File: config.mk
export PLATFORM = sky130hd
export DESIGN_NAME = ktns_row_mem
export DESIGN_NICKNAME = d
export VERILOG_FILES = /design/src/hw/rtl/ktns_pkg.sv /design/src/hw/rtl/ktns_row_mem.sv
export SDC_FILE = /design/constraint.sdc
export NUM_CORES = 2
export LEC_CHECK = 0
export BUFFER_PORTS_ARGS = -buffer_cell sky130_fd_sc_hd__clkbuf_2
export CAP_MARGIN = 40
export CORE_ASPECT_RATIO = 0.5
export CORE_MARGIN = 3
export CORE_UTILIZATION = 56
export DETAILED_ROUTE_END_ITERATION = 10
export PLACE_DENSITY = 0.72
export REMOVE_ABC_BUFFERS = 1
export SYNTH_ARGS = -nofsm -noshare
export SYNTH_HDL_FRONTEND = slang
export SYNTH_SLANG_ARGS = --single-unit
File: constraint.sdc
create_clock -name clk -period 7.6 [get_ports clk]
set_input_delay 0.38 -clock clk [delete_from_list [all_inputs] [get_ports clk]]
set_output_delay 0.38 -clock clk [all_outputs]
set_load 0.02 [all_outputs]
File: src/hw/rtl/ktns_pkg.sv
// ----------------------------------------------------------------------------
// ktns_pkg
// Shared types and constants of the tool switch counter.
// ----------------------------------------------------------------------------
package ktns_pkg;
  localparam int MaxJobs  = 64;
  localparam int MaxTools = 64;
  localparam int JobW     = $clog2(MaxJobs);
  localparam int JcntW    = $clog2(MaxJobs + 1);
  localparam int ToolW    = 6;
  localparam int SlotW    = 6;
  localparam int CountW   = 13;
  localparam logic [CountW-1:0] SwitchLimit = 13'h1FFF;
  localparam logic [6:0] EmptySlot = 7'd127;
  localparam logic [1:0] RegCap   = 2'd0;
  localparam logic [1:0] RegTools = 2'd1;

  typedef enum logic [3:0] {
    ST_LOAD,   // take rows
    ST_NU,     // next use per tool, scan rows
    ST_THR,    // threshold from next-use counts
    ST_FILL1,  // place tools below threshold
    ST_FILL2,  // place tools at threshold
    ST_JOB,    // pick next required tool
    ST_HIT,    // search slots for tool
    ST_EVW,    // weigh slots
    ST_WSCAN,  // scan rows for slot weight
    ST_DONE    // hold result
  } state_t;
endpackage

File: src/hw/rtl/ktns_row_mem.sv
// ----------------------------------------------------------------------------
// ktns_row_mem
// Job row store: one write port, one registered read port.
// ----------------------------------------------------------------------------
module ktns_row_mem (
  input  logic                       clk,
  input  logic                       we,
  input  logic [ktns_pkg::JobW-1:0]  waddr,
  input  logic [63:0]                wdata,
  input  logic [ktns_pkg::JobW-1:0]  raddr,
  output logic [63:0]                rdata
);
  logic [63:0] mem [ktns_pkg::MaxJobs];
  always_ff @(posedge clk) begin
    if (we) begin
      mem[waddr] <= wdata;
    end
    rdata <= mem[raddr];
  end
endmodule

==> Implementation_results.wiki <==
{| class="wikitable"
! Metric !! Value
|-
| Post-synth ARST share || 0%
|-
| Worst slew margin relative to its limit || 12.93%
|-
| RSZ-0062 raised after global routing || false
|-
| Detail Placement HPWL || 226400 um
|-
| Remaining antenna violation count after routing || 0
|-
| Internal power || 0.03658 W
|-
| DP Cell Count || 10370
|-
| Antenna violations before repair || 17
|-
| Total of endpoints with negative setup slack in the final report || 0
|-
| Number of detailed-routing iterations run before antenna repair || 5
|-
| Hold Slack || 0.06462 ns
|-
| Minimum setup slack among reg-to-reg paths || 5.21 ns
|-
| CTS Root Cell || clkbuf_16
|-
| Via count of the first global-routing pass || 77290
|-
| Area enclosed by the die boundary || 286000 um^2
|-
| Relative contribution of combinational cells to total power || 5.0%
|-
| Overall fraction of global-route tracks in use || 28.53%
|-
| Clock Sinks || 4160
|-
| Switch Pwr || 0.009814 W
|-
| Part of the total power dissipated in the clock network || 40.0%
|-
| Sequential group share of total power || 55.0%
|-
| Primary FF master, synth || edfxtp_1
|-
| Share of the cycle needed by the critical path after routing || 44.17%
|-
| Clock edge transition at the registers on the reported setup and hold paths || 0.07 ns
|-
| Detailed router's first-iteration violation count || 11770
|-
| Net switching share of the total power || 21.15%
|-
| Setup Crit Path Kind || in2reg
|-
| Post-CTS setup repair buffer count || 0
|-
| Cell variety after synth || 33
|-
| Gate Count Post-Synth || 6598
|-
| Min cycle time layout || 3.357 ns
|-
| Final std cell area, no fill || 175900 um^2
|-
| Worst-skew pair later-pin latency || 0.92 ns
|-
| Maximum number of pins on one net before global-route repair || 118
|-
| Worst-margin pin slew || 1.306 ns
|-
| # H-tree levels || 5
|-
| Final Skew || 0.08356 ns
|-
| Required time at the worst-slack endpoint || 8.32 ns
|-
| Chain of cells forming the critical path || buf_8 > buf_4 > and2_4 > buf_12 > a22oi_1 > and3_1 > a211oi_1
|-
| Sequential share of the synthesized area || 79.49%
|-
| Maximum buffer depth of the clock tree || 4
|-
| Core Region || 276200 um^2
|-
| Netlist area before placement || 156300 um^2
|-
| Reg2reg path depth || 5
|-
| Origin of the worst setup path || raddr[2]
|-
| Run status || finished clean
|-
| Type of origin of the critical path || input pin
|-
| Maximum operating frequency || 0.2979 GHz
|-
| Number of buffers created by CTS || 351
|-
| Number of cell rows || 136
|-
| End of the critical path || rdata[60]$_DFF_P_
|-
| Last weighted congestion value of the routability-driven placer || 0.8542
|-
| Post-Synthesis Mean Instance Area || 23.70 um^2
|-
| Number of standard cells in the final layout excluding fillers || 11030
|-
| Fillers || 17260
|-
| Final Routed Wirelength || 406000 um
|-
| VDD IR max || 0.1987 mV
|-
| Area delta synth->final || 12.49%
|-
| Global-route wire length before repair || 581600 um
|-
| Die outline height || 379.6 um
|-
| Register bit count reported by yosys || 4160
|-
| Fraction of final layout cells with drive strength greater than 1 || 28.72%
|-
| Synth Warn # || 0
|-
| Instance area after placement || 164000 um^2
|-
| Kind of end point of the critical path || flop
|-
| Remaining design rule violation count || 0
|-
| Slew Limit Fails || 0
|-
| Slowest Stage Delay on Critical Path || 0.55 ns
|-
| TritonCTS clock tree || yes
|-
| Total I/O pin count || 142
|-
| Number of nets at the end of the flow || 7094
|-
| Startpoint of the lowest-slack register-to-register path || mem[11][28]$_DFFE_PP_
|-
| Total leakage power || 54.85 nW
|-
| Class of the worst hold path || in2reg
|-
| Total number of vias || 75940
|-
| Starting utilization of the core area || 56.61%
|-
| Data arrival time of the critical path || 4.08 ns
|-
| Power per unit of standard cell area || 263.8 nW/um^2
|-
| Critical path fanouts, max || 113
|-
| Total negative slack for setup checks || 0 ns
|-
| EDFF count, synth || 4096
|-
| Overall die width || 753.3 um
|-
| Routed length per instance || 36.82 um
|-
| Standard cell with the maximum stage delay on the critical path || buf_4
|-
| Via/cell ratio || 6.885
|-
| Crit Reg-Reg Endpoint || rdata[28]$_DFF_P_
|-
| Hold Fails Final Rpt || 0
|-
| Total of max-cap violations || 0
|-
| IO Port Bufs || 141
|-
| Global route overflow || 0
|}
## worst max-delay path: cells and delay by family
kind / cells / cell delay [ns]
and+or+nand+nor: 2 / 0.73
AOI/OAI and AO/OA: 2 / 0.85
buffers and inverters: 3 / 1.51
## cell usage in the layout, fill, tap and decap left out, drive strengths merged, types with 17 or more instances in the layout
cell | synthesis | routed
mux4 | 1024 | 1024
clkinvlp | 0 | 17
nand3 | 45 | 45
a2bb2oi | 19 | 19
o221ai | 38 | 38
nand2 | 58 | 58
clkbuf | 140 | 576
and3 | 64 | 64
a22o | 88 | 88
nor2 | 112 | 112
mux2i | 135 | 135
clkinv | 0 | 121
a22oi | 168 | 168
edfxtp | 4096 | 4096
inv | 19 | 33
or3 | 29 | 29
a31oi | 18 | 18
bufinv | 0 | 42
dfxtp | 64 | 64
nor2b | 28 | 28
or2 | 28 | 28
a41oi | 26 | 26
a211oi | 63 | 63
buf | 230 | 285
o22ai | 83 | 83
## worst min path at each step
stage	startpoint	to	slack, ns	cells after the start
4_1_cts	wdata[53]	mem[60][53]$_DFFE_PP_	0.001	1
5_1_grt	wdata[53]	mem[60][53]$_DFFE_PP_	0.05	1
2_1_floorplan	wdata[0]	mem[0][0]$_DFFE_PP_	0.48	0
3_5_place_dp	wdata[40]	mem[56][40]$_DFFE_PP_	0.74	1
6_report	wdata[53]	mem[60][53]$_DFFE_PP_	0.06	1
3_3_place_gp	rdata[24]$_DFF_P_	rdata[24]	0.80	1
## flip-flops by register name (all words and copies together), names as in the netlist
| name | cells |
|---|---|
| mem | 4096 |
| rdata | 64 |
## layout make-up
class | count | area, um^2 | area share (%)
sequential | 4160 | 124300 | 70.67
multi-input combinational | 2049 | 30770 | 17.50
clock buffer | 438 | 9509 | 5.407
tap | 3726 | 4662 | 2.651
timing repair buffer | 435 | 4355 | 2.477
clock inverter | 194 | 2200 | 1.251
inverter | 19 | 71.32 | 0.04055
antenna | 8 | 20.02 | 0.01138
## timing repair
item | CTS | global route
resized for setup | 0 | 0
hold buffers | 12 | 0
hold endpoints to repair | 146 | 0
endpoints found under the setup margin | 0 | 0
## metal layers
metal  GRT usage [%]  routed length (um)  vias up
met1           40.57              145700    40360
met5               0                  49        -
met4           11.49               19270        8
li1                -                   -    29290
met3           5.854               48920      804
met2           44.22              192100     5478
## metrics by stage
stage / utilization [%] / worst slack (ns) / power (W)
after floorplan: - / 1.920 / 0.02692
final: 63.68 / 4.243 / 0.04639
after global placement: 58.80 / 3.506 / 0.02820
after global routing: 63.67 / 4.304 / 0.04756
after CTS: 63.65 / 4.513 / 0.04655
after detailed placement: 59.37 / 3.535 / 0.02830
## Yosys cell counts (all sizes together), types with 58 or more instances
library cell / number / share of area (%)
edfxtp: 4096 / 79
mux4: 1024 / 15
buf: 230 / 0.80
a22oi: 168 / 0.81
clkbuf: 140 / 0.34
mux2i: 135 / 0.86
nor2: 112 / 0.27
a22o: 88 / 0.49
o22ai: 83 / 0.33
and3: 64 / 0.26
dfxtp: 64 / 0.82
a211oi: 63 / 0.30
nand2: 58 / 0.14
## kinds of logic (layout without fill, tap and decap cells)
family          after synthesis  after routing  share of synthesized area (%)
other cells                   0              8                              0
simple gates                386            386                          1.240
mux                        1159           1159                          15.61
buf+inv                     389           1086                          1.180
flops                      4160           4160                          79.49
compound gates              504            504                          2.477
## power by group through the flow
stage	registers (W)	logic, W	clock network [W]
3_3_place_gp	0.0260	0.00221	0
3_5_place_dp	0.0260	0.00230	0
2_1_floorplan	0.0260	0.000924	0
6_report	0.0255	0.00232	0.0186
4_1_cts	0.0255	0.00232	0.0187
5_1_grt	0.0255	0.00243	0.0196
No activity file was read; power rests on OpenSTA's default activity.
